[config.mk]
export PLATFORM = sky130hd
export DESIGN_NAME = dense_matrix_multiply_core_flat
export DESIGN_NICKNAME = d
export VERILOG_FILES = /design/src/rtl/dmm_pkg.sv /design/src/rtl/dmm_if.sv /design/src/rtl/dense_matrix_multiply_core.sv /design/src/rtl/dmm_ram.sv /design/src/rtl/dmm_seq.sv /design/src/rtl/dmm_mac.sv /design/src/flat_wrapper.sv
export SDC_FILE = /design/constraint.sdc
export NUM_CORES = 2
export LEC_CHECK = 0
export ABC_AREA = 1
export BUFFER_PORTS_ARGS = -buffer_cell sky130_fd_sc_hd__buf_2
export CAP_MARGIN = 20
export CORE_MARGIN = 2
export CORE_UTILIZATION = 39
export CTS_BUF_LIST = sky130_fd_sc_hd__clkbuf_8
export CTS_CLUSTER_DIAMETER = 30
export DETAILED_ROUTE_END_ITERATION = 12
export PLACE_DENSITY_LB_ADDON = 0.2
export SLEW_MARGIN = 10
export SYNTH_ARGS = -nofsm -noshare
export SYNTH_HDL_FRONTEND = slang
export SYNTH_SLANG_ARGS = --single-unit
[constraint.sdc]
create_clock -name clock -period 15.8 [get_ports clock]
set_input_delay 4.74 -clock clock [delete_from_list [all_inputs] [get_ports clock]]
set_output_delay 4.74 -clock clock [all_outputs]
set_load 0.05 [all_outputs]
[src/rtl/dmm_pkg.sv]
`timescale 1ns / 1ps
`default_nettype none

package dmm_pkg;

   // default sizes
   localparam int DMM_MAX_DIM    = 8;
   localparam int DMM_ELEM_WIDTH = 16;

   // fixed field widths of the channels
   localparam int FUNC_W      = 2;
   localparam int IDX_W       = 3;
   localparam int ELEM_IN_W   = 16;
   localparam int OUT_VALUE_W = 36;
   localparam int DIM_W       = 4;
   localparam int CSR_IDX_W   = 2;
   localparam int WIDE_W      = 64;

   // function codes of a request beat
   localparam logic [FUNC_W-1:0] FUNC_LOAD_A  = 2'd0;
   localparam logic [FUNC_W-1:0] FUNC_LOAD_B  = 2'd1;
   localparam logic [FUNC_W-1:0] FUNC_COMPUTE = 2'd2;

   // register indexes of the csr port
   localparam logic [CSR_IDX_W-1:0] CSR_ROWS_A    = 2'd0;
   localparam logic [CSR_IDX_W-1:0] CSR_INNER_DIM = 2'd1;
   localparam logic [CSR_IDX_W-1:0] CSR_COLS_B    = 2'd2;

   typedef enum logic {
      ST_IDLE,
      ST_RUN
   } dmm_state_type;

   // tag that travels with one product through the pipeline
   typedef struct packed {
      logic [IDX_W-1:0] row;
      logic [IDX_W-1:0] col;
      logic             first;
      logic             eoe;
      logic             last;
   } dmm_meta_type;

   typedef struct packed {
      logic         valid;
      dmm_meta_type meta;
   } dmm_issue_type;

endpackage

`default_nettype wire

[src/rtl/dmm_if.sv]
`timescale 1ns / 1ps
`default_nettype none

interface dmm_req_if;
   import dmm_pkg::*;
   logic                        valid;
   logic                        ready;
   logic [FUNC_W-1:0]           func;
   logic [IDX_W-1:0]            row_index;
   logic [IDX_W-1:0]            col_index;
   logic signed [ELEM_IN_W-1:0] elem_value;

   modport source (output valid, func, row_index, col_index, elem_value, input ready);
   modport sink (input valid, func, row_index, col_index, elem_value, output ready);
endinterface

interface dmm_rsp_if;
   import dmm_pkg::*;
   logic                          valid;
   logic                          ready;
   logic [IDX_W-1:0]              out_row;
   logic [IDX_W-1:0]              out_col;
   logic signed [OUT_VALUE_W-1:0] out_value;
   logic                          last;

   modport source (output valid, out_row, out_col, out_value, last, input ready);
   modport sink (input valid, out_row, out_col, out_value, last, output ready);
endinterface

`default_nettype wire

[src/rtl/dense_matrix_multiply_core.sv]
`timescale 1ns / 1ps
`default_nettype none

// Dense matrix multiply C = A x B on signed Q8.8 elements. A load beat (func 0 for A,
// 1 for B) writes one element into the A or B store and returns nothing; loads outside
// MAX_DIM are dropped. A compute beat (func 2) walks rows, then columns, then the inner
// index, and emits the M*N elements of C in row-major order as exact Q20.16 sums, last
// set on the final one. The walk does one multiply-accumulate per cycle unless the
// result beat stalls, bound by the single read port of each store; a product passes the
// store read and product registers before its sum enters the output register. No new
// beat is taken until the walk has issued its last read. A stalled result beat holds
// the whole pipeline. Dimensions are written on the csr port (0 reads as 1, above
// MAX_DIM as MAX_DIM); the user must write them only while the block is idle, which
// the block does not enforce. Stores come up undefined; read only entries that were loaded.
module dense_matrix_multiply_core import dmm_pkg::*; #(
   parameter int MAX_DIM    = DMM_MAX_DIM,
   parameter int ELEM_WIDTH = DMM_ELEM_WIDTH
) (
   input  wire logic                 clock,
   input  wire logic                 reset,
   input  wire logic                 csr_we,
   input  wire logic [CSR_IDX_W-1:0] csr_index,
   input  wire logic [DIM_W-1:0]     csr_wdata,
   dmm_req_if.sink                   req_ch,
   dmm_rsp_if.source                 rsp_ch
);

   localparam int DEPTH  = MAX_DIM * MAX_DIM;
   localparam int ADDR_W = $clog2(DEPTH);

   logic                  a_we;
   logic                  b_we;
   logic [ADDR_W-1:0]     wr_addr;
   logic [ELEM_WIDTH-1:0] wr_data;
   logic                  rd_en;
   logic [ADDR_W-1:0]     a_rd_addr;
   logic [ADDR_W-1:0]     b_rd_addr;
   logic [ELEM_WIDTH-1:0] a_rdata;
   logic [ELEM_WIDTH-1:0] b_rdata;
   logic                  adv;
   dmm_issue_type         issue;

   // walk control, dimension registers and load path
   dmm_seq #(
      .MAX_DIM    (MAX_DIM),
      .ELEM_WIDTH (ELEM_WIDTH)
   ) u_seq (
      .clock     (clock),
      .reset     (reset),
      .csr_we    (csr_we),
      .csr_index (csr_index),
      .csr_wdata (csr_wdata),
      .req_ch    (req_ch),
      .adv       (adv),
      .a_we      (a_we),
      .b_we      (b_we),
      .wr_addr   (wr_addr),
      .wr_data   (wr_data),
      .rd_en     (rd_en),
      .a_rd_addr (a_rd_addr),
      .b_rd_addr (b_rd_addr),
      .issue     (issue)
   );

   // element store of A
   dmm_ram #(
      .WIDTH (ELEM_WIDTH),
      .DEPTH (DEPTH)
   ) u_a_store (
      .clock (clock),
      .we    (a_we),
      .waddr (wr_addr),
      .wdata (wr_data),
      .re    (rd_en),
      .raddr (a_rd_addr),
      .rdata (a_rdata)
   );

   // element store of B
   dmm_ram #(
      .WIDTH (ELEM_WIDTH),
      .DEPTH (DEPTH)
   ) u_b_store (
      .clock (clock),
      .we    (b_we),
      .waddr (wr_addr),
      .wdata (wr_data),
      .re    (rd_en),
      .raddr (b_rd_addr),
      .rdata (b_rdata)
   );

   // multiply, accumulate and output register
   dmm_mac #(
      .ELEM_WIDTH (ELEM_WIDTH)
   ) u_mac (
      .clock   (clock),
      .reset   (reset),
      .a_rdata (a_rdata),
      .b_rdata (b_rdata),
      .issue   (issue),
      .adv     (adv),
      .rsp_ch  (rsp_ch)
   );

endmodule

`default_nettype wire

[src/rtl/dmm_ram.sv]
`timescale 1ns / 1ps
`default_nettype none

module dmm_ram #(
   parameter int WIDTH = 16,
   parameter int DEPTH = 64
) (
   input  wire logic                     clock,
   input  wire logic                     we,
   input  wire logic [$clog2(DEPTH)-1:0] waddr,
   input  wire logic [WIDTH-1:0]         wdata,
   input  wire logic                     re,
   input  wire logic [$clog2(DEPTH)-1:0] raddr,
   output logic      [WIDTH-1:0]         rdata
);

   logic [WIDTH-1:0] mem_ff [DEPTH];
   logic [WIDTH-1:0] rdata_ff;

   // one write port, one registered read port
   always_ff @(posedge clock) begin
      if (we) begin
         mem_ff[waddr] <= wdata;
      end
      if (re) begin
         rdata_ff <= mem_ff[raddr];
      end
   end

   assign rdata = rdata_ff;

endmodule

`default_nettype wire

[src/rtl/dmm_seq.sv]
`timescale 1ns / 1ps
`default_nettype none

module dmm_seq import dmm_pkg::*; #(
   parameter int MAX_DIM    = DMM_MAX_DIM,
   parameter int ELEM_WIDTH = DMM_ELEM_WIDTH
) (
   input  wire logic                    clock,
   input  wire logic                    reset,
   input  wire logic                    csr_we,
   input  wire logic [CSR_IDX_W-1:0]    csr_index,
   input  wire logic [DIM_W-1:0]        csr_wdata,
   dmm_req_if.sink                      req_ch,
   input  wire logic                    adv,
   output logic                         a_we,
   output logic                         b_we,
   output logic [$clog2(MAX_DIM*MAX_DIM)-1:0] wr_addr,
   output logic [ELEM_WIDTH-1:0]        wr_data,
   output logic                         rd_en,
   output logic [$clog2(MAX_DIM*MAX_DIM)-1:0] a_rd_addr,
   output logic [$clog2(MAX_DIM*MAX_DIM)-1:0] b_rd_addr,
   output dmm_issue_type                issue
);

   localparam int ADDR_W    = $clog2(MAX_DIM * MAX_DIM);
   localparam int CNT_W     = $clog2(MAX_DIM);
   localparam int CMP_W     = (CNT_W > DIM_W) ? CNT_W : DIM_W;
   localparam int DIM_CAP   = (MAX_DIM < 15) ? MAX_DIM : 15;
   localparam int DIM_RESET = (DIM_CAP < 8) ? DIM_CAP : 8;

   dmm_state_type      state_ff, state_in;
   logic [DIM_W-1:0]   rows_ff, rows_in;
   logic [DIM_W-1:0]   inner_ff, inner_in;
   logic [DIM_W-1:0]   cols_ff, cols_in;
   logic [DIM_W-1:0]   csr_dim;
   logic [CNT_W-1:0]   r_ff, r_in;
   logic [CNT_W-1:0]   c_ff, c_in;
   logic [CNT_W-1:0]   k_ff, k_in;
   logic               r_last, c_last, k_last;
   logic               req_beat;
   logic               load_ok;
   logic signed [ELEM_IN_W-1:0] elem_in;

   // saturate a written dimension into 1..MAX_DIM, at most 15
   always_comb begin
      if (csr_wdata == '0) begin
         csr_dim = DIM_W'(1);
      end else if (int'(csr_wdata) > DIM_CAP) begin
         csr_dim = DIM_W'(DIM_CAP);
      end else begin
         csr_dim = csr_wdata;
      end
   end

   // dimension registers
   always_comb begin
      rows_in  = rows_ff;
      inner_in = inner_ff;
      cols_in  = cols_ff;
      if (csr_we) begin
         unique case (csr_index)
            CSR_ROWS_A:    rows_in  = csr_dim;
            CSR_INNER_DIM: inner_in = csr_dim;
            CSR_COLS_B:    cols_in  = csr_dim;
            default:       ;
         endcase
      end
   end

   // load beats write straight into the element stores
   assign req_beat = req_ch.valid && req_ch.ready;
   assign load_ok  = req_beat && (int'(req_ch.row_index) < MAX_DIM)
                     && (int'(req_ch.col_index) < MAX_DIM);
   assign elem_in  = req_ch.elem_value;
   assign a_we     = load_ok && (req_ch.func == FUNC_LOAD_A);
   assign b_we     = load_ok && (req_ch.func == FUNC_LOAD_B);
   assign wr_addr  = ADDR_W'(req_ch.row_index) * ADDR_W'(MAX_DIM)
                     + ADDR_W'(req_ch.col_index);
   assign wr_data  = ELEM_WIDTH'(elem_in);

   // end of each loop of the row, column, inner walk
   assign k_last = (CMP_W'(k_ff) + CMP_W'(1)) == CMP_W'(inner_ff);
   assign c_last = (CMP_W'(c_ff) + CMP_W'(1)) == CMP_W'(cols_ff);
   assign r_last = (CMP_W'(r_ff) + CMP_W'(1)) == CMP_W'(rows_ff);

   // next state
   always_comb begin
      state_in = state_ff;
      unique case (state_ff)
         ST_IDLE: begin
            if (req_beat && (req_ch.func == FUNC_COMPUTE)) begin
               state_in = ST_RUN;
            end
         end
         ST_RUN: begin
            if (adv && k_last && c_last && r_last) begin
               state_in = ST_IDLE;
            end
         end
         default: state_in = ST_IDLE;
      endcase
   end

   // outputs of the walk control
   always_comb begin
      req_ch.ready     = 1'b0;
      issue.valid      = 1'b0;
      issue.meta.row   = IDX_W'(r_ff);
      issue.meta.col   = IDX_W'(c_ff);
      issue.meta.first = (k_ff == '0);
      issue.meta.eoe   = k_last;
      issue.meta.last  = k_last && c_last && r_last;
      unique case (state_ff)
         ST_IDLE: req_ch.ready = 1'b1;
         ST_RUN:  issue.valid  = adv;
         default: ;
      endcase
   end

   // row k of b and column k of a for the current output element
   assign rd_en     = issue.valid;
   assign a_rd_addr = ADDR_W'(r_ff) * ADDR_W'(MAX_DIM) + ADDR_W'(k_ff);
   assign b_rd_addr = ADDR_W'(k_ff) * ADDR_W'(MAX_DIM) + ADDR_W'(c_ff);

   // walk counters, inner index fastest
   always_comb begin
      r_in = r_ff;
      c_in = c_ff;
      k_in = k_ff;
      if (issue.valid) begin
         if (k_last) begin
            k_in = '0;
            if (c_last) begin
               c_in = '0;
               r_in = r_last ? '0 : r_ff + CNT_W'(1);
            end else begin
               c_in = c_ff + CNT_W'(1);
            end
         end else begin
            k_in = k_ff + CNT_W'(1);
         end
      end
   end

   always_ff @(posedge clock) begin
      if (reset) begin
         state_ff <= ST_IDLE;
         rows_ff  <= DIM_W'(DIM_RESET);
         inner_ff <= DIM_W'(DIM_RESET);
         cols_ff  <= DIM_W'(DIM_RESET);
         r_ff     <= '0;
         c_ff     <= '0;
         k_ff     <= '0;
      end else begin
         state_ff <= state_in;
         rows_ff  <= rows_in;
         inner_ff <= inner_in;
         cols_ff  <= cols_in;
         r_ff     <= r_in;
         c_ff     <= c_in;
         k_ff     <= k_in;
      end
   end

`ifndef SYNTHESIS
   // the final product of a run ends the walk
   a_last_ends_walk: assert property (@(posedge clock) disable iff (reset)
      issue.valid && issue.meta.last |=> state_ff == ST_IDLE)
      else $error("walk continued after last product");

   // a stalled walk keeps its position
   a_stall_holds: assert property (@(posedge clock) disable iff (reset)
      (state_ff == ST_RUN) && !adv |=> $stable(r_ff) && $stable(c_ff) && $stable(k_ff))
      else $error("walk counters moved during stall");
`endif

endmodule

`default_nettype wire

[src/rtl/dmm_mac.sv]
`timescale 1ns / 1ps
`default_nettype none

module dmm_mac import dmm_pkg::*; #(
   parameter int ELEM_WIDTH = DMM_ELEM_WIDTH
) (
   input  wire logic                  clock,
   input  wire logic                  reset,
   input  wire logic [ELEM_WIDTH-1:0] a_rdata,
   input  wire logic [ELEM_WIDTH-1:0] b_rdata,
   input  wire dmm_issue_type         issue,
   output logic                       adv,
   dmm_rsp_if.source                  rsp_ch
);

   localparam int PROD_W = 2 * ELEM_WIDTH;

   logic                          s1_valid_ff;
   dmm_meta_type                  s1_meta_ff;
   logic                          s2_valid_ff;
   dmm_meta_type                  s2_meta_ff;
   logic signed [PROD_W-1:0]      prod_in, prod_ff;
   logic signed [WIDE_W-1:0]      prod_wide;
   logic [OUT_VALUE_W-1:0]        term;
   logic [OUT_VALUE_W-1:0]        acc_ff, acc_in;
   logic                          rsp_valid_ff, rsp_valid_in;
   logic [IDX_W-1:0]              rsp_row_ff;
   logic [IDX_W-1:0]              rsp_col_ff;
   logic [OUT_VALUE_W-1:0]        rsp_value_ff;
   logic                          rsp_last_ff;
   logic                          emit;

   // the whole pipeline moves only when the output register can take a beat
   assign adv = !rsp_valid_ff || rsp_ch.ready;

   // stage 2: signed product of the two store reads
   assign prod_in = PROD_W'(signed'(a_rdata)) * PROD_W'(signed'(b_rdata));

   // stage 3: accumulate modulo the output width
   assign prod_wide = WIDE_W'(prod_ff);
   assign term      = prod_wide[OUT_VALUE_W-1:0];
   assign acc_in    = (s2_meta_ff.first ? '0 : acc_ff) + term;
   assign emit      = s2_valid_ff && s2_meta_ff.eoe;

   always_comb begin
      rsp_valid_in = rsp_valid_ff;
      if (adv) begin
         rsp_valid_in = emit;
      end
   end

   // valid flags of the stages
   always_ff @(posedge clock) begin
      if (reset) begin
         s1_valid_ff  <= 1'b0;
         s2_valid_ff  <= 1'b0;
         rsp_valid_ff <= 1'b0;
      end else begin
         if (adv) begin
            s1_valid_ff <= issue.valid;
            s2_valid_ff <= s1_valid_ff;
         end
         rsp_valid_ff <= rsp_valid_in;
      end
   end

   // payload of the stages
   always_ff @(posedge clock) begin
      if (adv) begin
         s1_meta_ff <= issue.meta;
         s2_meta_ff <= s1_meta_ff;
         prod_ff    <= prod_in;
         if (s2_valid_ff) begin
            acc_ff <= acc_in;
         end
         if (emit) begin
            rsp_row_ff   <= s2_meta_ff.row;
            rsp_col_ff   <= s2_meta_ff.col;
            rsp_value_ff <= acc_in;
            rsp_last_ff  <= s2_meta_ff.last;
         end
      end
   end

   assign rsp_ch.valid     = rsp_valid_ff;
   assign rsp_ch.out_row   = rsp_row_ff;
   assign rsp_ch.out_col   = rsp_col_ff;
   assign rsp_ch.out_value = signed'(rsp_value_ff);
   assign rsp_ch.last      = rsp_last_ff;

`ifndef SYNTHESIS
   // a product waiting in stage 1 survives a stall
   a_s1_hold: assert property (@(posedge clock) disable iff (reset)
      s1_valid_ff && !adv |=> s1_valid_ff && $stable(s1_meta_ff))
      else $error("stage 1 lost its product during stall");

   // a finished element lands in the output register with its coordinates
   a_emit_coords: assert property (@(posedge clock) disable iff (reset)
      emit && adv |=> rsp_valid_ff && (rsp_row_ff == $past(s2_meta_ff.row))
                      && (rsp_col_ff == $past(s2_meta_ff.col)))
      else $error("finished element not presented");
`endif

endmodule

`default_nettype wire
[src/flat_wrapper.sv]
// flat-port wrapper written by rule: the top's interface ports become plain ports
module dense_matrix_multiply_core_flat import dmm_pkg::*;
#(
   parameter int MAX_DIM    = DMM_MAX_DIM,
   parameter int ELEM_WIDTH = DMM_ELEM_WIDTH
)
  (clock, reset, csr_we, csr_index, csr_wdata, req_ch_valid, req_ch_func, req_ch_row_index, req_ch_col_index, req_ch_elem_value, req_ch_ready, rsp_ch_valid, rsp_ch_out_row, rsp_ch_out_col, rsp_ch_out_value, rsp_ch_last, rsp_ch_ready);
  dmm_req_if req_ch_i ();
  dmm_rsp_if rsp_ch_i ();
  input  wire logic clock;
  input  wire logic reset;
  input  wire logic csr_we;
  input  wire logic [CSR_IDX_W-1:0] csr_index;
  input  wire logic [DIM_W-1:0] csr_wdata;
  input wire logic [$bits(req_ch_i.valid)-1:0] req_ch_valid;
  input wire logic [$bits(req_ch_i.func)-1:0] req_ch_func;
  input wire logic [$bits(req_ch_i.row_index)-1:0] req_ch_row_index;
  input wire logic [$bits(req_ch_i.col_index)-1:0] req_ch_col_index;
  input wire logic [$bits(req_ch_i.elem_value)-1:0] req_ch_elem_value;
  output wire logic [$bits(req_ch_i.ready)-1:0] req_ch_ready;
  output wire logic [$bits(rsp_ch_i.valid)-1:0] rsp_ch_valid;
  output wire logic [$bits(rsp_ch_i.out_row)-1:0] rsp_ch_out_row;
  output wire logic [$bits(rsp_ch_i.out_col)-1:0] rsp_ch_out_col;
  output wire logic [$bits(rsp_ch_i.out_value)-1:0] rsp_ch_out_value;
  output wire logic [$bits(rsp_ch_i.last)-1:0] rsp_ch_last;
  input wire logic [$bits(rsp_ch_i.ready)-1:0] rsp_ch_ready;
  assign req_ch_i.valid = req_ch_valid;
  assign req_ch_i.func = req_ch_func;
  assign req_ch_i.row_index = req_ch_row_index;
  assign req_ch_i.col_index = req_ch_col_index;
  assign req_ch_i.elem_value = req_ch_elem_value;
  assign req_ch_ready = req_ch_i.ready;
  assign rsp_ch_valid = rsp_ch_i.valid;
  assign rsp_ch_out_row = rsp_ch_i.out_row;
  assign rsp_ch_out_col = rsp_ch_i.out_col;
  assign rsp_ch_out_value = rsp_ch_i.out_value;
  assign rsp_ch_last = rsp_ch_i.last;
  assign rsp_ch_i.ready = rsp_ch_ready;
  dense_matrix_multiply_core #(.MAX_DIM(MAX_DIM), .ELEM_WIDTH(ELEM_WIDTH)) u_core (.clock(clock), .reset(reset), .csr_we(csr_we), .csr_index(csr_index), .csr_wdata(csr_wdata), .req_ch(req_ch_i), .rsp_ch(rsp_ch_i));
endmodule
==> metrics.md <==
| Metric | Value |
|---|---|
| Area post-placement | 106,600 um2 |
| IO Port Bufs | 79 |
| First-pass GRT wire length | about 440,000 um |
| Initial Utilization | 0.3924 |
| Hold Vio Cnt, Final | 0 |
| CTS sink cnt | 2,234 |
| Reg2Reg Setup Slack | 9480 ps |
| WS Path Type | reg2out |
| H-tree depth | 5 |
| Hold path startpoint | u_core.u_mac.s1_meta_ff[1] |
| Synthesis-stage register bit count | 2,234 |
| Rows | between 150 and 200 |
| Worst reg2reg path depth | 19 |
| Final Critical Period | 6758 ps |
| # IOs | 80 |
| Post-synth top cells | nand2_1 (2,247), edfxtp_1 (2,209), nand3_1 (1,535) |
| Prevailing post-synth register cell | edfxtp_1 |
| Gate power share | 0.234 |
| Setup TNS | 0 ps |
| Hold Path Class | reg2reg |
| Cell variety after synth | 41 |
| Vias in the first global route | 67,580 |
| Pwr/cell area | ~150 nW/um2 |
| Tot GR Track Use | 0.2196 |
| Reg-to-reg critical path startpoint | u_core.u_a_store.rdata[15] |
| Die height | 518.2 um |
| Most common cell in the netlist | nand2_1 |
| Total die area | about 270,000 um2 |
| CP max stage delay | 340 ps |
| Core box area | approximately 260,000 um2 |
| Fmax | 148.0 MHz |
| Synth area leader | edfxtp_1 |
| Hold depth | 0 |
| Data required, critical path | 11,060 ps |
| Hold Path Sink | u_core.u_mac.s2_meta_ff[1] |
| CP Cell Sequence | inv_1, buf_2 |
| Dpl hpwl | 186,600 um |
| Drt first pass iters | 7 |
| GPL Wtd Cong | slightly above 0.9 |
| NetSw | 5.304 mW |
| Post-synth ARST share | 0 |
| Slew Viols, Final | 0 |
| Design Area, Final | 116,300 um2 |
| Drt drc | 0 |
| # hold bufs at CTS | 0 |
| Antenna-violating nets left | 0 |
| Slew @ Worst Pin | 1224 ps |
| Worst VDD drop | 165.4 uV |
| Post-cts repair resize count | 0 |
| Per-cell routed wire length | 22.55 um |
| Layout cells sized above 1 | 0.1024 |
| Max FO, Critical Path | 3 |
| Relative slew slack | 0.1843 |
| Post-synth EDFFs | 2,209 |
| CTS tree | yes |
| Slowest CP cell | buf_2 |
| Root buf cell | clkbuf_8 |
| Max Cap Viol | 0 |
| Switching share of power | 0.3120 |
| Clock transition at the registers of the reported paths | 60 ps |
| Pint | 11.69 mW |
| CP delay by family, top | buffers and inverters |
| Unrepaired setup endpoints after global routing | no |
| Post-synthesis cell count | 9,347 |
| Critical path buffer and inverter count | 2 |
| Post-synthesis sequential area ratio | 0.6482 |
| Antenna violations before repair | 14 |
| Clock share of power | 0.365 |
| Clock Latency Late Sink | roughly 1100 ps |
| CTS buffer count | 468 |
| Outcome | complete, no violations |
| Critical path arrival | 2020 ps |
| Vias | 69,630 |
| CTS Buffer Depth | 4 |
| Reg power frac | 0.401 |
| Synth Warn # | 0 |
| GR Overflow Total | 0 |
| Fill cells | between 20,000 and 25,000 |
| Synth top area share | 0.6433 |
| Synthesis-to-layout area growth | 12.76% |
| Reg2reg end | u_core.u_mac.prod_ff[29] |
| Setup violators final | 0 |
| Crit start category | flip-flop |
| Via density | 5.190 |
| Post-Syn Area per Cell | 11.03 um2 |
| Largest net degree at the start of global routing | 213 |
| Number of DRC markers in iteration 0 | a little over 7,000 |
| Final layout net count | 9,944 |
| Leak | 44.50 nW |
| Worst Skew | just under 100 ps |
| Post-CTS Setup Bufs | 0 |
| Final worst path period share | 0.4277 |
| Die Wd | 518.2 um |
| Synth area leaders | edfxtp_1 (64%), nand2_1 (8.2%), nand3_1 (7.5%) |
| Critical Path End Type | output pin |
| Routed WL | between 300,000 and 400,000 um |
| Post-Syn Area | 103,100 um2 |
| Post-Syn Nets | a little under 10,000 |
[routing by layer]
layer  GRT usage  vias to the layer above  share of wire  routed length (um)
met5           0                        -              0                   0
met4     0.07288                        0          0.031                9295
met3     0.03763                      469          0.073               22120
met2      0.3430                     2708           0.46              138900
met1      0.3110                    34260           0.44              132300
li1            -                    32190              -                   -
[registers in the layout (all words and copies together) (netlist names)]
name,cells
u_core.u_a_store.mem_ff,1024
u_core.u_b_store.mem_ff,1024
u_core.u_mac.acc_ff,36
u_core.u_mac.rsp_ch.out_value,36
u_core.u_mac.prod_ff,32
u_core.u_a_store.rdata,16
u_core.u_b_store.rdata,16
u_core.u_mac.s1_meta_ff,9
u_core.u_mac.s2_meta_ff,9
u_core.u_seq.cols_ff,4
u_core.u_seq.inner_ff,4
u_core.u_seq.rows_ff,4
u_core.u_mac.rsp_ch.out_col,3
u_core.u_mac.rsp_ch.out_row,3
u_core.u_seq.c_ff,3
u_core.u_seq.k_ff,3
u_core.u_seq.r_ff,3
u_core.u_mac.rsp_ch.last,1
u_core.u_mac.rsp_ch.valid,1
u_core.u_mac.s1_valid_ff,1
u_core.u_mac.s2_valid_ff,1
u_core.u_seq.state_ff,1
[placed cells by master, fill, tap and decap left out, drive strengths merged, types with 76 or more instances in the layout]
cell / instances
buf: 230
o211ai: 115
clkinv: 183
ha: 121
inv: 891
edfxtp: 2209
nand2: 2247
o21ai: 341
fa: 263
clkbuf: 473
nand3: 1536
nor2: 933
a21oi: 76
[power by group through the flow]
| stage | Combinational [mW] | Sequential (mW) | Clock (mW) |
|---|---|---|---|
| after detailed placement | 3.99 | 6.93 | 0 |
| after floorplan | 2.83 | 6.89 | 0 |
| after CTS | 4.01 | 6.81 | 6.31 |
| after global routing | 4.56 | 6.81 | 6.57 |
| after global placement | 3.98 | 6.93 | 0 |
| final | 3.98 | 6.81 | 6.21 |
[worst register-to-register path, stage by stage, from the launching register on]
cell      delay [ps]
edfxtp_1         790
nand2_1          220
inv_1            160
fa_1             550
fa_1             860
inv_1            160
fa_1             510
inv_1             60
fa_1             560
fa_1             430
fa_1             450
ha_1             380
a21oi_1          210
o21ai_0          190
nand2_1          100
nand3_1           60
a21oi_1          190
nand2_1           80
nand2_1           60
nand2_1           60
[logic make-up after synthesis]
| kind of cell | synth area share |
|---|---|
| flops | 0.6482 |
| compound gates | 0.03054 |
| buf+inv | 0.05677 |
| simple gates | 0.1951 |
| fa+ha+maj | 0.06575 |
| xor+xnor | 0.003653 |
[cell type report]
class,count,area [um2],share of cell area
clock inverters,357,3029,0.02605
clock buffers,472,6496,0.05588
well taps,3515,4398,0.03783
flip-flops and latches,2234,66860,0.5751
multi-input cells,5785,30630,0.2634
repair buffers,231,1750,0.01506
diodes,16,40.04,0.0003444
inverters,805,3059,0.02631
[worst max-delay path by stage]
stage	from	to	depth (start not counted)
2_1_floorplan	rsp_ch_ready	u_core.u_seq.r_ff[0]	9
3_3_place_gp	req_ch_valid	u_core.u_b_store.mem_ff[23][7]	6
3_5_place_dp	req_ch_valid	u_core.u_b_store.mem_ff[22][7]	6
4_1_cts	u_core.u_seq.state_ff	req_ch_ready	2
5_1_grt	u_core.u_seq.state_ff	req_ch_ready	2
6_report	u_core.u_seq.state_ff	req_ch_ready	2
[metrics by stage]
step,worst slack [ps],util,hold WS [ps],power (mW),cells
2_1_floorplan,8484,-,400.3,9.715,9347
3_3_place_gp,7934,0.4056,400.3,10.91,12560
3_5_place_dp,7990,0.4056,404.5,10.91,12560
4_1_cts,8910,0.4419,381.7,17.12,13390
5_1_grt,8945,0.4424,413.1,17.94,13410
6_report,9042,0.4425,381.6,17.00,13420
(Power assumes the default switching activity.)
